[src/timestamp_lru_victim_select_assert.svh]
// ----------------------------------------------------------------------------
// Assertion macros for the timestamp LRU victim selector
// Concurrent checks that can be compiled out with NO_ASSERTIONS.
// ----------------------------------------------------------------------------
`ifndef TIMESTAMP_LRU_VICTIM_SELECT_ASSERT_SVH
`define TIMESTAMP_LRU_VICTIM_SELECT_ASSERT_SVH
`ifndef NO_ASSERTIONS
// same-cycle implication
`define TLVS_ASSERT_IMP(label, clk, rst_n, ante, cons) \
    label: assert property (@(posedge clk) disable iff (!rst_n) (ante) |-> (cons)) \
        else $error("tlvs: implication check failed");
// next-cycle implication
`define TLVS_ASSERT_NXT(label, clk, rst_n, ante, cons) \
    label: assert property (@(posedge clk) disable iff (!rst_n) (ante) |=> (cons)) \
        else $error("tlvs: next-cycle check failed");
`else
`define TLVS_ASSERT_IMP(label, clk, rst_n, ante, cons)
`define TLVS_ASSERT_NXT(label, clk, rst_n, ante, cons)
`endif
`endif

[src/tlvs_pkg.sv]
// ----------------------------------------------------------------------------
// tlvs_pkg
// Shared types, opcodes and defaults of the timestamp LRU victim selector.
// ----------------------------------------------------------------------------
`default_nettype none

package tlvs_pkg;

    localparam int WAYS_DEF      = 8;
    localparam int SETS_DEF      = 256;
    localparam int TIME_BITS_DEF = 32;

    // command queue between front and back
    localparam int QUEUE_DEPTH = 2;

    localparam logic [2:0] OP_TOUCH      = 3'd0;
    localparam logic [2:0] OP_FILL_RESET = 3'd1;
    localparam logic [2:0] OP_INVALIDATE = 3'd2;
    localparam logic [2:0] OP_VICTIM_Q   = 3'd3;
    localparam logic [2:0] OP_DEAD_Q     = 3'd4;

    typedef struct packed {
        logic [2:0]  opcode;
        logic [7:0]  set_index;
        logic [2:0]  way_index;
        logic [31:0] current_time;
    } t_in_item;

    typedef struct packed {
        logic [2:0] chosen_way;
        logic       chosen_valid;
    } t_out_item;

    typedef enum logic [1:0] {
        CMD_WRITE,
        CMD_QUERY_LRU,
        CMD_QUERY_DEAD,
        CMD_NULL_RESULT
    } t_cmd_kind;

    typedef struct packed {
        t_cmd_kind   kind;
        logic [7:0]  set_index;
        logic [2:0]  way_index;
        logic [31:0] wr_time;
    } t_cmd;

    typedef struct packed {
        logic empty;
        logic full;
    } t_q_flags;

endpackage : tlvs_pkg

`default_nettype wire

[src/tlvs_front.sv]
// ----------------------------------------------------------------------------
// tlvs_front
// Accepts input items, range-checks them and turns them into commands.
// ----------------------------------------------------------------------------
`default_nettype none

module tlvs_front
    import tlvs_pkg::*;
#(
    parameter int WAYS = WAYS_DEF,
    parameter int SETS = SETS_DEF
) (
    input  wire logic     i_valid,
    input  wire t_in_item i_item,
    input  wire t_q_flags i_q_flags,
    input  wire logic     i_clearing,
    output logic          o_ready,
    output logic          o_push,
    output t_cmd          o_cmd
);

    logic set_ok;
    logic way_ok;
    logic keep;

    assign set_ok  = 32'(i_item.set_index) < 32'(SETS);
    assign way_ok  = 32'(i_item.way_index) < 32'(WAYS);
    assign o_ready = !i_q_flags.full && !i_clearing;

    always_comb begin
        o_cmd.set_index = i_item.set_index;
        o_cmd.way_index = i_item.way_index;
        o_cmd.wr_time   = i_item.current_time;
        o_cmd.kind      = CMD_NULL_RESULT;
        keep            = 1'b0;
        unique case (i_item.opcode) inside
            OP_TOUCH, OP_FILL_RESET: begin
                o_cmd.kind = CMD_WRITE;
                keep       = set_ok && way_ok;
            end
            OP_INVALIDATE: begin
                o_cmd.kind    = CMD_WRITE;
                o_cmd.wr_time = '0;
                keep          = set_ok && way_ok;
            end
            OP_VICTIM_Q: begin
                o_cmd.kind = set_ok ? CMD_QUERY_LRU : CMD_NULL_RESULT;
                keep       = 1'b1;
            end
            OP_DEAD_Q: begin
                o_cmd.kind = set_ok ? CMD_QUERY_DEAD : CMD_NULL_RESULT;
                keep       = 1'b1;
            end
            default: begin
                keep = 1'b0;  // undefined opcodes are swallowed
            end
        endcase
    end

    assign o_push = i_valid && o_ready && keep;

endmodule : tlvs_front

`default_nettype wire

[config.mk]
export PLATFORM = sky130hd
export DESIGN_NAME = tlvs_front
export DESIGN_NICKNAME = d
export VERILOG_FILES = /design/src/timestamp_lru_victim_select_assert.svh /design/src/tlvs_pkg.sv /design/src/tlvs_front.sv
export SDC_FILE = /design/constraint.sdc
export NUM_CORES = 1
export LEC_CHECK = 0
export BUFFER_PORTS_ARGS = -buffer_cell sky130_fd_sc_hd__buf_2
export CAP_MARGIN = 30
export CORE_AREA = 2 2 44 46
export DETAILED_ROUTE_END_ITERATION = 6
export DIE_AREA = 0 0 46 48
export GPL_ROUTABILITY_DRIVEN = 0
export PLACE_DENSITY = 0.91
export SLEW_MARGIN = 20
export SYNTH_ARGS = -nofsm -noshare
export SYNTH_HDL_FRONTEND = slang
export SYNTH_SLANG_ARGS = --single-unit
[constraint.sdc]
create_clock -name vclk -period 0.98
set_clock_uncertainty 0.05 [all_clocks]
set_input_delay 0.147 -clock vclk [all_inputs]
set_output_delay 0.147 -clock vclk [all_outputs]
set_load 0.03 [all_outputs]
==> metrics.md <==
| Metric | Value |
|---|---|
| First-pass GRT wire length | `2635 um` |
| WP data arrival | `1000 ps` |
| Fin. max-slew vios | `0` |
| Switching portion of total power | `54.66%` |
| Sequential power share | `0%` |
| Post-layout min period | `1199 ps` |
| WS Path Type | `input pin to output pin` |
| Total track usage | `16.83%` |
| Area delta synth->final | `170.3%` |
| Clock buf count | `0` |
| Vias in the first global route | `598` |
| Final setup margin | `-219.3 ps` |
| Placed wire-length estimate | `1585 um` |
| Sequential share of the synthesized area | `0%` |
| Share of layout cells above drive strength 1 | `77.31%` |
| Yosys cell types | `9` |
| # IOs | `97` |
| Initial DRC count | `1` |
| Final number of hold-violating endpoints | `0` |
| Setup_tns | `-4830 ps` |
| Final ANT Viol Nets | `0` |
| Failing checks | `negative setup slack` |
| F_max | `0.8338 GHz` |
| Row cnt | `15` |
| Number of hold buffers added after CTS | `0` |
| # setup viols final | `32` |
| DR vias/cell | `4.176` |
| Pleak | `0.0005186 uW` |
| Max-slew headroom | `86.39%` |
| Gr ovfl total | `0` |
| Post-route clock period utilization | `122.4%` |
| Critical path endpoint category | `output pin` |
| Status | `finished with violations` |
| Total Power | `591.3 uW` |
| Cell mode on critical path | `buf_6` |
| Comb power frac | `100.0%` |
| Synth Net Count | `103` |
| Actual slew at the worst max-slew pin | `204.0 ps` |
| Detailed-route via count | `568` |
| CP max FO | `4` |
| Non-Filler Instances | `136` |
| Area of the mapped netlist | `336.6 um2` |
| Internal | `268.1 uW` |
| # port buffers | `74` |
| Max-cap violations | `0` |
| Starting Density | `19.93%` |
| Die width | `46 um` |
| Slowest-stage cell, CP | `buf_4` |
| WL final | `2148 um` |
| Drt pass-1 iters | `2` |
| CP max stage delay | `190 ps` |
| FF/Latch Area | `0 um2` |
| Seq_cells | `0` |
| Pwr dens | `650.1 nW/um2` |
| Largest net degree at the start of global routing | `12` |
| CP Launch Type | `input pin` |
| Unrepaired setup endpoints after global routing | `true` |
| DRC | `0` |
| Die height | `48 um` |
| Clock share of power | `0%` |
| Worst Path Required | `780 ps` |
| ANT cells | `0` |
| Hold WC Path Type | `input pin to output pin` |
| Wire length per cell | `15.79 um` |
| Die ar. | `2208 um2` |
| CP Cell Sequence | `buf_6 > nor3b_4 > buf_6 > buf_6 > nor2b_1 > buf_4` |
| Synth Warn # | `0` |
| Avg Inst Size Synth | `6.350 um2` |
| NumNets Final | `171` |
| Sw Pwr | `323.2 uW` |
| Initial antenna violation count | `0` |
| Peak supply drop | `0.0003217 V` |
| Placed instance count | `132` |
| Core Footprint | `1689 um2` |
| Cells after synthesis | `53` |
metrics by stage:
step	cell area (um2)	hold WS [ps]	util (%)	worst slack, ps
floorplan	339.1	305.6	-	-134.0
finish	909.6	244.0	53.85	-219.3
CTS	869.6	244.4	51.48	-179.8
global route	909.6	244.1	53.85	-233.8
detailed placement	670.6	244.4	39.70	-215.7
global placement	670.6	244.4	39.70	-186.7
power groups by stage:
stage          combinational, uW  sequential (uW)  clock, uW
6_report                     591                0          0
5_1_grt                      620                0          0
4_1_cts                      566                0          0
3_5_place_dp                 466                0          0
3_3_place_gp                 462                0          0
2_1_floorplan                363                0          0
layer usage:
layer	up-vias	GRT usage, %	share of wire [%]
met5	-	0	0
met4	0	0.5714	0.42
met3	2	3.396	13
met2	53	38.89	58
met1	234	14.95	28
li1	279	-	-
cell families (layout without fill, tap and decap cells):
group                  after synthesis  in the layout  synth area share (%)
buffers and inverters               15             81                 30.11
AO/OA/AOI/OAI                        1              1                 1.486
AND/OR/NAND/NOR                     37             37                 68.40
worst paths after layout:
| path | to | depth (start not counted) | startpoint |
|---|---|---|---|
| max | o_cmd[3] | 6 | i_item[44] |
| min | o_cmd[34] | 0 | i_item[34] |
critical path: cells and delay by family:
family,cells,cell delay [ps]
buf+inv,4,550
simple gates,2,300
cells in the mapped netlist (all sizes together):
cell type | n | area share [%]
nor2 | 1 | 1.1
buf | 14 | 29
o21ai | 1 | 1.5
and3 | 1 | 1.9
clkbuf | 1 | 1.1
nor2b | 32 | 59
nor3b | 1 | 3.7
nand2 | 2 | 2.2
final cells by class:
cell class / count / area (um2)
fill: 159 / 779.5
timing repair buffer: 81 / 585.6
multi-input combinational: 38 / 302.8
tap: 17 / 21.27
cells in the final DEF, fill, tap and decap left out:
cell and count:
and3_4 1, buf_12 1, buf_2 38, buf_4 27, buf_6 14, buf_8 1, nand2_1 2, nor2_2 1
nor2b_1 25, nor2b_2 2, nor2b_4 5, nor3b_4 1, o21ai_4 1
timing repair:
item / 4_1_cts / 5_1_grt
setup buffers: 3 / 0
pin swaps: 2 / 2
setup endpoints to repair: 33 / 34
cloned: 2 / 0
resized for setup: 50 / 17
No activity file was read; power rests on OpenSTA's default activity.
