<file path="src/timestamp_lru_victim_select_assert.svh">
// ----------------------------------------------------------------------------
// Assertion macros for the timestamp LRU victim selector
// Concurrent checks that can be compiled out with NO_ASSERTIONS.
// ----------------------------------------------------------------------------
`ifndef TIMESTAMP_LRU_VICTIM_SELECT_ASSERT_SVH
`define TIMESTAMP_LRU_VICTIM_SELECT_ASSERT_SVH
`ifndef NO_ASSERTIONS
// same-cycle implication
`define TLVS_ASSERT_IMP(label, clk, rst_n, ante, cons) \
    label: assert property (@(posedge clk) disable iff (!rst_n) (ante) |-> (cons)) \
        else $error("tlvs: implication check failed");
// next-cycle implication
`define TLVS_ASSERT_NXT(label, clk, rst_n, ante, cons) \
    label: assert property (@(posedge clk) disable iff (!rst_n) (ante) |=> (cons)) \
        else $error("tlvs: next-cycle check failed");
`else
`define TLVS_ASSERT_IMP(label, clk, rst_n, ante, cons)
`define TLVS_ASSERT_NXT(label, clk, rst_n, ante, cons)
`endif
`endif

</file>
<file path="src/tlvs_pkg.sv">
// ----------------------------------------------------------------------------
// tlvs_pkg
// Shared types, opcodes and defaults of the timestamp LRU victim selector.
// ----------------------------------------------------------------------------
`default_nettype none

package tlvs_pkg;

    localparam int WAYS_DEF      = 8;
    localparam int SETS_DEF      = 256;
    localparam int TIME_BITS_DEF = 32;

    // command queue between front and back
    localparam int QUEUE_DEPTH = 2;

    localparam logic [2:0] OP_TOUCH      = 3'd0;
    localparam logic [2:0] OP_FILL_RESET = 3'd1;
    localparam logic [2:0] OP_INVALIDATE = 3'd2;
    localparam logic [2:0] OP_VICTIM_Q   = 3'd3;
    localparam logic [2:0] OP_DEAD_Q     = 3'd4;

    typedef struct packed {
        logic [2:0]  opcode;
        logic [7:0]  set_index;
        logic [2:0]  way_index;
        logic [31:0] current_time;
    } t_in_item;

    typedef struct packed {
        logic [2:0] chosen_way;
        logic       chosen_valid;
    } t_out_item;

    typedef enum logic [1:0] {
        CMD_WRITE,
        CMD_QUERY_LRU,
        CMD_QUERY_DEAD,
        CMD_NULL_RESULT
    } t_cmd_kind;

    typedef struct packed {
        t_cmd_kind   kind;
        logic [7:0]  set_index;
        logic [2:0]  way_index;
        logic [31:0] wr_time;
    } t_cmd;

    typedef struct packed {
        logic empty;
        logic full;
    } t_q_flags;

endpackage : tlvs_pkg

`default_nettype wire

</file>
<file path="src/tlvs_fifo.sv">
// ----------------------------------------------------------------------------
// tlvs_fifo
// Short command queue decoupling the front from the back.
// ----------------------------------------------------------------------------
`default_nettype none

module tlvs_fifo
    import tlvs_pkg::*;
(
    input  wire logic i_clk,
    input  wire logic i_rst_n,
    input  wire logic i_push,
    input  wire t_cmd i_cmd,
    input  wire logic i_pop,
    output t_cmd      o_cmd,
    output t_q_flags  o_flags
);

    localparam int PW = (QUEUE_DEPTH > 1) ? $clog2(QUEUE_DEPTH) : 1;
    localparam int CW = $clog2(QUEUE_DEPTH + 1);

    t_cmd          r_slot [QUEUE_DEPTH];
    logic [PW-1:0] r_wr_ptr, n_wr_ptr;
    logic [PW-1:0] r_rd_ptr, n_rd_ptr;
    logic [CW-1:0] r_count, n_count;

    function automatic logic [PW-1:0] ptr_inc(input logic [PW-1:0] p);
        return (p == PW'(QUEUE_DEPTH - 1)) ? '0 : p + 1'b1;
    endfunction

    always_comb begin
        n_wr_ptr = i_push ? ptr_inc(r_wr_ptr) : r_wr_ptr;
        n_rd_ptr = i_pop  ? ptr_inc(r_rd_ptr) : r_rd_ptr;
        n_count  = r_count + CW'(i_push) - CW'(i_pop);
    end

    always_ff @(posedge i_clk) begin
        if (!i_rst_n) begin
            r_wr_ptr <= '0;
            r_rd_ptr <= '0;
            r_count  <= '0;
        end else begin
            r_wr_ptr <= n_wr_ptr;
            r_rd_ptr <= n_rd_ptr;
            r_count  <= n_count;
        end
    end

    always_ff @(posedge i_clk) begin
        if (i_push) begin
            r_slot[r_wr_ptr] <= i_cmd;
        end
    end

    assign o_cmd         = r_slot[r_rd_ptr];
    assign o_flags.empty = (r_count == '0);
    assign o_flags.full  = (r_count == CW'(QUEUE_DEPTH));

endmodule : tlvs_fifo

`default_nettype wire

</file>
<file path="config.mk">
export PLATFORM = sky130hd
export DESIGN_NAME = tlvs_fifo
export DESIGN_NICKNAME = d
export VERILOG_FILES = /design/src/timestamp_lru_victim_select_assert.svh /design/src/tlvs_pkg.sv /design/src/tlvs_fifo.sv
export SDC_FILE = /design/constraint.sdc
export NUM_CORES = 1
export LEC_CHECK = 0
export ABC_AREA = 1
export ABC_CLOCK_PERIOD_IN_PS = 7100
export BUFFER_PORTS_ARGS = -buffer_cell sky130_fd_sc_hd__buf_2
export CAP_MARGIN = 40
export CORE_MARGIN = 4
export CORE_UTILIZATION = 40
export DETAILED_ROUTE_END_ITERATION = 6
export GPL_TIMING_DRIVEN = 0
export PLACE_DENSITY_LB_ADDON = 0.2
export SYNTH_ARGS = -nofsm -noshare
export SYNTH_HDL_FRONTEND = slang
export SYNTH_SLANG_ARGS = --single-unit
</file>
<file path="constraint.sdc">
create_clock -name i_clk -period 7.1 [get_ports i_clk]
set_input_delay 0.355 -clock i_clk [delete_from_list [all_inputs] [get_ports i_clk]]
set_output_delay 0.355 -clock i_clk [all_outputs]
set_load 0.01 [all_outputs]
</file>
==> results.rst, run 1 <==
.. list-table::
   :header-rows: 1

   * - Metric
     - Value
   * - Status
     - finished, final reports clean
   * - Area added between synthesis and finish
     - 22.74%
   * - Routed vias/inst
     - 4.607
   * - Met3 Wirelength
     - 396 um
   * - Yosys warning count
     - 0
   * - Cell-by-cell listing of the critical path
     - buf_6 > buf_12 > mux2_4 > buf_2
   * - Synthesized instance count
     - 173
   * - Worst-skew pair later-pin latency
     - 340 ps
   * - Max Root-Sink Buffers
     - 2
   * - Via count
     - 1,806
   * - Max-slew headroom at the worst pin
     - 56.66%
   * - Area of the mapped netlist
     - 0.003676 sq mm
   * - Number of design rule violations left after detail routing
     - 0
   * - Post-CTS Hold Fix Bufs
     - 0
   * - Uppermost routed layer
     - met4
   * - Dpl hpwl
     - 4.067 mm
   * - Effective utilization at floorplan
     - 41.54%
   * - Static leakage
     - 1.819 nW
   * - Global-route usage over all layers
     - 11.36%
   * - Total power divided by cell area
     - 248.4 mW/mm^2
   * - Syn avg cell area
     - 21.25 sq um
   * - Worst setup path end
     - o_cmd[29]
   * - Final Skew
     - 6.824 ps
   * - Iteration-0 DRC count of the detailed router
     - 64
   * - Pin count of the biggest net entering global routing
     - 30
   * - Maxcap violations
     - 0
   * - Most used cells in the layout excluding fill and tap cells
     - 95 x sky130_fd_sc_hd__buf_2, 90 x sky130_fd_sc_hd__edfxtp_1, 40 x sky130_fd_sc_hd__mux2_4, 9 x sky130_fd_sc_hd__clkbuf_8
   * - Total power of the final layout
     - 1.121 mW
   * - TritonCTS clock tree
     - done
   * - FMAX
     - 550.2 MHz
   * - Final count of hold timing violations
     - 0
   * - Post-CTS setup repair buffer count
     - 0
   * - Crit Path Category
     - register to output pin
   * - Layout net count
     - 332
   * - Net count of the mapped netlist
     - 224
   * - Sum of met2 wire segment lengths after detailed routing
     - 2.887 mm
   * - CP max FO
     - 10
   * - FILL cells
     - 764
   * - Count of buffers inserted at the top-level ports
     - 95
   * - Remaining global-route overflow
     - 0
   * - Slew at the pin closest to its max-slew limit
     - 648.5 ps
   * - Largest delay share family, worst path
     - buffers and inverters
   * - Total of cells resized after clock tree synthesis
     - 0
   * - Wire length of the first global-routing pass
     - 9.397 mm
   * - Clock-pin slew reported for the worst setup and hold paths after clock tree synthesis
     - 90 ps
   * - Buf+Inv Stages, Crit Path
     - 3
   * - WL/cell
     - 15.07 um
   * - Ratio of cells with drive above 1 in the final layout
     - 56.69%
   * - Max-slew violation count
     - 0
   * - Count of TritonRoute iterations in the first routing pass
     - 4
   * - Critical path capture point type
     - output pin
   * - Final cycle utilization of the critical path
     - 25.60%
   * - Total clock sinks
     - 95
   * - Number of library cell types mapped by synthesis
     - 12
   * - CP Launch Type
     - register
   * - Setup repair after global routing missed its margin
     - false
   * - Most common cell after layout, fill and taps aside
     - sky130_fd_sc_hd__buf_2
   * - Number of antenna repair diodes
     - 0
   * - R2R cell count
     - 2
   * - IR Drop Worst-Case VDD
     - 158.2 uV
   * - Number of antenna-violating nets in the routed design
     - 0
   * - Die width
     - 103.9 um
   * - Final setup violation count
     - 0
   * - Synthesis-stage register bit count
     - 95
   * - Count of H-tree levels built during CTS
     - 3
   * - Via count of the first global-routing pass
     - 1,914
   * - RR Endpoint
     - r_slot[0][23]
   * - Worst setup margin
     - 5282 ps
   * - Start of the worst register-to-register path
     - r_wr_ptr
   * - Dpl ws
     - 5407 ps
   * - Placeable Area
     - 0.008848 sq mm
   * - Total I/O pin count
     - 96
   * - Slowest Stage Delay on Critical Path
     - 330 ps
   * - Critical path data required time
     - 6740 ps
   * - Total CTS buffers
     - 9
   * - Die height
     - 103.9 um
   * - Wire length the detailed router placed on met1
     - 2.538 mm
   * - Post-layout minimum cycle time
     - 1818 ps
   * - Share of synthesized area occupied by flip-flops and latches
     - 76.24%
   * - Final GP Congestion
     - 0.6596
   * - Cell at the root of the clock tree
     - sky130_fd_sc_hd__clkbuf_8
   * - Wire length reported by the detailed router
     - 5.907 mm
   * - Die footprint
     - 0.01079 sq mm
   * - R2R Setup Slk
     - 5640 ps
   * - Site row count
     - 34
   * - Hold Crit Class
     - input port to register
   * - Setup TNS
     - 0 ps
   * - Critical-path cell with the highest stage delay
     - sky130_fd_sc_hd__dfxtp_1
   * - Antenna violations before repair
     - 0
   * - Crit path DAT
     - 1460 ps
   * - Crit. path cell count
     - 4
cell type report:
cell class                      instances  area, sq um  share of cell area, %
Timing Repair Buffer                   97        515.5                  11.43
Buffer                                  5        91.34                  2.024
Inverter                                7        26.28                 0.5824
Tap cell                              108        135.1                  2.995
Multi-Input combinational cell         66        763.2                  16.92
Clock inverter                          3        46.29                  1.026
Clock buffer                           11        131.4                  2.912
Sequential cell                        95         2803                  62.12
cells in the mapped netlist:
cell / instances / area (sq um)
sky130_fd_sc_hd__mux2_4: 40 / 600.6
sky130_fd_sc_hd__ha_1: 2 / 25.02
sky130_fd_sc_hd__buf_12: 4 / 80.08
sky130_fd_sc_hd__nand3_1: 1 / 5.000
sky130_fd_sc_hd__mux2_2: 5 / 56.30
sky130_fd_sc_hd__inv_1: 7 / 26.28
sky130_fd_sc_hd__edfxtp_1: 90 / 2703
sky130_fd_sc_hd__a21oi_1: 1 / 5.000
sky130_fd_sc_hd__nor2_1: 9 / 33.78
sky130_fd_sc_hd__dfxtp_1: 5 / 100.1
sky130_fd_sc_hd__buf_6: 1 / 11.26
sky130_fd_sc_hd__nand2_1: 8 / 30.03
per-layer routing:
metal	GRT usage [%]	vias up
li1	-	865
met1	13.11	867
met2	18.90	64
met3	4.718	10
met4	4.274	0
met5	0	-
stage by stage:
step                      utilization [%]  hold WS [ps]  instance area [sq um]  std cells
after detailed placement            48.98         490.8                   4334        378
after floorplan                         -         448.5                   3676        173
after global placement              48.44         477.3                   4287        376
final                               50.99         193.1                   4512        392
after global routing                50.99         159.9                   4512        392
after CTS                           50.99         167.5                   4512        392
worst reg2reg max path: cells and delay by family, from the launching register on:
family,cells,cell delay [ps]
buf+inv,1,280
flops,1,350
simple gates,1,530
logic make-up (layout without fill, tap and decap cells):
family	after synthesis	count (layout)	share of synthesized area (%)
buffers and inverters	12	123	3.200
multiplexers	45	45	17.87
adder cells (fa/ha/maj)	2	2	0.6806
AO/OA/AOI/OAI	1	1	0.1360
AND/OR/NAND/NOR	18	18	1.872
flip-flops	95	95	76.24
registers in the layout (all words and copies together) (netlist names), named ones only:
name      cells
r_slot       90
r_count       2
r_rd_ptr      1
r_wr_ptr      1
report_power, final:
group          leakage [nW]  internal [mW]  total (mW)  switching [mW]
clock network        0.0855          0.160       0.324           0.164
logic                 0.847         0.0747       0.142          0.0673
registers             0.886          0.647       0.654         0.00780
worst min-delay path by stage:
stage | start | end | slack, ps | cells past startpoint
3_3_place_gp | r_rd_ptr | r_rd_ptr | 480 | 2
4_1_cts | i_cmd[18] | r_slot[1][18] | 170 | 1
5_1_grt | i_cmd[10] | r_slot[1][10] | 160 | 1
3_5_place_dp | r_rd_ptr | register | 490 | 2
6_report | i_cmd[18] | r_slot[1][18] | 190 | 1
2_1_floorplan | i_rst_n | r_count[0] | 450 | 2
Note: power is estimated with default switching activity, not from simulation.
==> run 2: changes to the inputs <==
--- a/config.mk
+++ b/config.mk
@@ -6,7 +6,7 @@
 export NUM_CORES = 1
 export LEC_CHECK = 0
 export ABC_AREA = 1
-export ABC_CLOCK_PERIOD_IN_PS = 7100
+export ABC_CLOCK_PERIOD_IN_PS = 1550
 export BUFFER_PORTS_ARGS = -buffer_cell sky130_fd_sc_hd__buf_2
 export CAP_MARGIN = 40
 export CORE_MARGIN = 4
==> constraint.sdc (replaced) <==
create_clock -name i_clk -period 1.55 [get_ports i_clk]
set_input_delay 0.0775 -clock i_clk [delete_from_list [all_inputs] [get_ports i_clk]]
set_output_delay 0.0775 -clock i_clk [all_outputs]
set_load 0.01 [all_outputs]
==> results.rst, run 2 (synthesis results as in run 1) <==
.. list-table::
   :header-rows: 1

   * - Metric
     - Value
   * - Area added between synthesis and finish
     - 44.15%
   * - Count of buffers inserted at the top-level ports
     - 95 (unchanged)
   * - Slew at the pin closest to its max-slew limit
     - 597.0 ps (-51.52 ps)
   * - Slowest Stage Delay on Critical Path
     - 350 ps (+20 ps)
   * - Total CTS buffers
     - 9 (unchanged)
   * - Total clock sinks
     - 95 (unchanged)
   * - Via count of the first global-routing pass
     - 2,271 (+19%)
   * - Status
     - finished, final reports clean
   * - Cell-by-cell listing of the critical path
     - buf_8 > buf_12 > mux2_4 > buf_2
   * - Via count
     - 1,989 (+10%)
   * - Area of combinational cells with multiple inputs
     - 769.5 sq um (+0.82%)
   * - Register cell area after layout
     - 0.002804 sq mm (about the same)
   * - IR Drop Worst-Case VDD
     - 528.7 uV (+230%)
   * - Total I/O pin count
     - 96 (unchanged)
   * - Reg with most FFs
     - r_slot
   * - Number of antenna repair diodes
     - 0 (unchanged)
   * - Registers with the most flip-flops
     - r_slot x90, r_count x2
   * - CP Launch Type
     - register
   * - Cell at the root of the clock tree
     - sky130_fd_sc_hd__clkbuf_8
   * - Max-slew violation count
     - 0 (unchanged)
   * - WHS
     - 28.27 ps (-164.9 ps)
   * - Die height
     - 103.9 um (unchanged)
   * - Placeable Area
     - 0.008848 sq mm (unchanged)
   * - Final setup violation count
     - 0 (unchanged)
   * - Buf+Inv Stages, Crit Path
     - 3 (unchanged)
   * - Routed vias/inst
     - 4.460 (-3.2%)
   * - Final cycle utilization of the critical path
     - 97.95%
   * - Post-layout minimum cycle time
     - 1518 ps
   * - Hold Crit Class
     - input port to register
   * - Critical-path cell with the highest stage delay
     - sky130_fd_sc_hd__dfxtp_2
   * - TritonCTS clock tree
     - done
   * - Final Skew
     - 4.472 ps (-2.352 ps)
   * - Largest delay share family, worst path
     - buffers and inverters
   * - Total power divided by cell area
     - 1043 mW/mm^2 (+320%)
   * - Iteration-0 DRC count of the detailed router
     - 42 (-34%)
   * - Antenna violations before repair
     - 0 (unchanged)
   * - Site row count
     - 34 (unchanged)
   * - Wire length of the first global-routing pass
     - 10.77 mm (+15%)
   * - Worst-skew pair later-pin latency
     - 340 ps (about the same)
   * - Dpl hpwl
     - 4.398 mm (+8.1%)
   * - Critical path data required time
     - 1470 ps (-5270 ps)
   * - Final count of hold timing violations
     - 0 (unchanged)
   * - Maxcap violations
     - 0 (unchanged)
   * - Setup repair after global routing missed its margin
     - true
   * - Wire length reported by the detailed router
     - 6.966 mm (+18%)
   * - Ratio of cells with drive above 1 in the final layout
     - 50.00% (-6.7 points)
   * - Crit path DAT
     - 1440 ps (-20 ps)
   * - WL/cell
     - 15.62 um (+3.6%)
   * - Effective utilization at floorplan
     - 41.54% (unchanged)
   * - Most common cell after layout, fill and taps aside
     - sky130_fd_sc_hd__edfxtp_1
   * - Die width
     - 103.9 um (unchanged)
   * - FILL cells
     - 666 (-13%)
   * - Static leakage
     - 2.129 nW (+17%)
   * - Remaining global-route overflow
     - 0 (unchanged)
   * - Total power of the final layout
     - 5.527 mW (+390%)
   * - Number of design rule violations left after detail routing
     - 0 (unchanged)
   * - Crit Path Category
     - register to output pin
   * - Count of H-tree levels built during CTS
     - 3 (unchanged)
   * - Max Root-Sink Buffers
     - 2 (unchanged)
   * - Clock-pin slew reported for the worst setup and hold paths after clock tree synthesis
     - 80 ps (about the same)
   * - FMAX
     - 658.7 MHz
   * - Count of TritonRoute iterations in the first routing pass
     - 4 (unchanged)
   * - Die footprint
     - 0.01079 sq mm (unchanged)
   * - Pin count of the biggest net entering global routing
     - 24 (-20%)
   * - Critical path capture point type
     - output pin
   * - Layout net count
     - 386 (+16%)
   * - Max-slew headroom at the worst pin
     - 60.16% (+3.5 points)
   * - Number of antenna-violating nets in the routed design
     - 0 (unchanged)
   * - CP max FO
     - 10 (unchanged)
   * - Flip-flop count of the largest register after layout
     - 90 (unchanged)
   * - Global-route usage over all layers
     - 12.98% (+1.6 points)
   * - Most used cells in the layout excluding fill and tap cells
     - 90 x sky130_fd_sc_hd__edfxtp_1, 58 x sky130_fd_sc_hd__buf_2, 47 x sky130_fd_sc_hd__dlygate4sd3_1, 40 x sky130_fd_sc_hd__mux2_4, 38 x sky130_fd_sc_hd__buf_6
   * - Final GP Congestion
     - 0.6472 (-1.9%)
## run 2: changes by cell type in the layout (fill, tap and decap cells not counted), sizes merged
| cell | before | now |
|---|---|---|
| dlygate4sd3 | 0 | 47 |
| buf | 102 | 107 |
| clkbuf | 11 | 9 |
| clkinvlp | 1 | 3 |
| bufinv | 1 | 2 |
| clkinv | 1 | 2 |
| inv | 7 | 6 |
| nor2 | 9 | 10 |
## run 2: cell type report
cell class | instances | area share [%]
tap | 108 | 2.550
timing repair buffer | 149 | 23.75
inverter | 7 | 0.5667
buffer | 5 | 1.795
timing repair inverter | 1 | 0.1417
clock inverter | 5 | 1.417
sequential | 95 | 52.92
multi-input combinational | 67 | 14.52
clock buffer | 9 | 2.338
## run 2: path summary, 6_finish.rpt
path,startpoint,to,slack (ps),depth (start not counted)
setup / recovery,register,o_cmd[18],30,4
hold / removal,i_push,r_wr_ptr,30,3
hold reg to reg,r_rd_ptr,r_rd_ptr,510,2
setup reg to reg,r_wr_ptr,r_slot[1][33],120,3
## run 2: worst min-delay path: cells and delay by family
family                 cells  cell delay (ps)
buffers and inverters      1              120
and+or+nand+nor            2              130
## run 2: where the power goes
group | switching [mW] | internal (mW)
registers | 0.0415 | 2.96
logic | 0.358 | 0.530
clock network | 0.756 | 0.880
## run 2: repair_timing
action,4_1_cts,5_1_grt
hold buffers,47,0
hold endpoints to repair,95,0
gates resized for setup,12,29
setup endpoints to repair,86,87
pin swaps,1,1
buffers inserted,1,3
gates cloned,2,1
## run 2: metal layers
layer / track usage [%] / routed length, um
met3: 3.104 / 228
met4: 6.553 / 113
met1: 14.21 / 2933
met5: 0 / 0
met2: 23.40 / 3690
## run 2: through the flow
step,area (sq um),setup TNS [ps],setup WS [ps],util (%),std cells
after floorplan,3687,0,76.63,-,173
after global placement,4298,-29680,-375.5,48.57,376
after detailed placement,4338,-1721,-68.10,49.02,378
after CTS,5089,-15.67,-13.63,57.51,442
after global routing,5299,-415.1,-33.75,59.88,446
final,5299,0,31.83,59.88,446
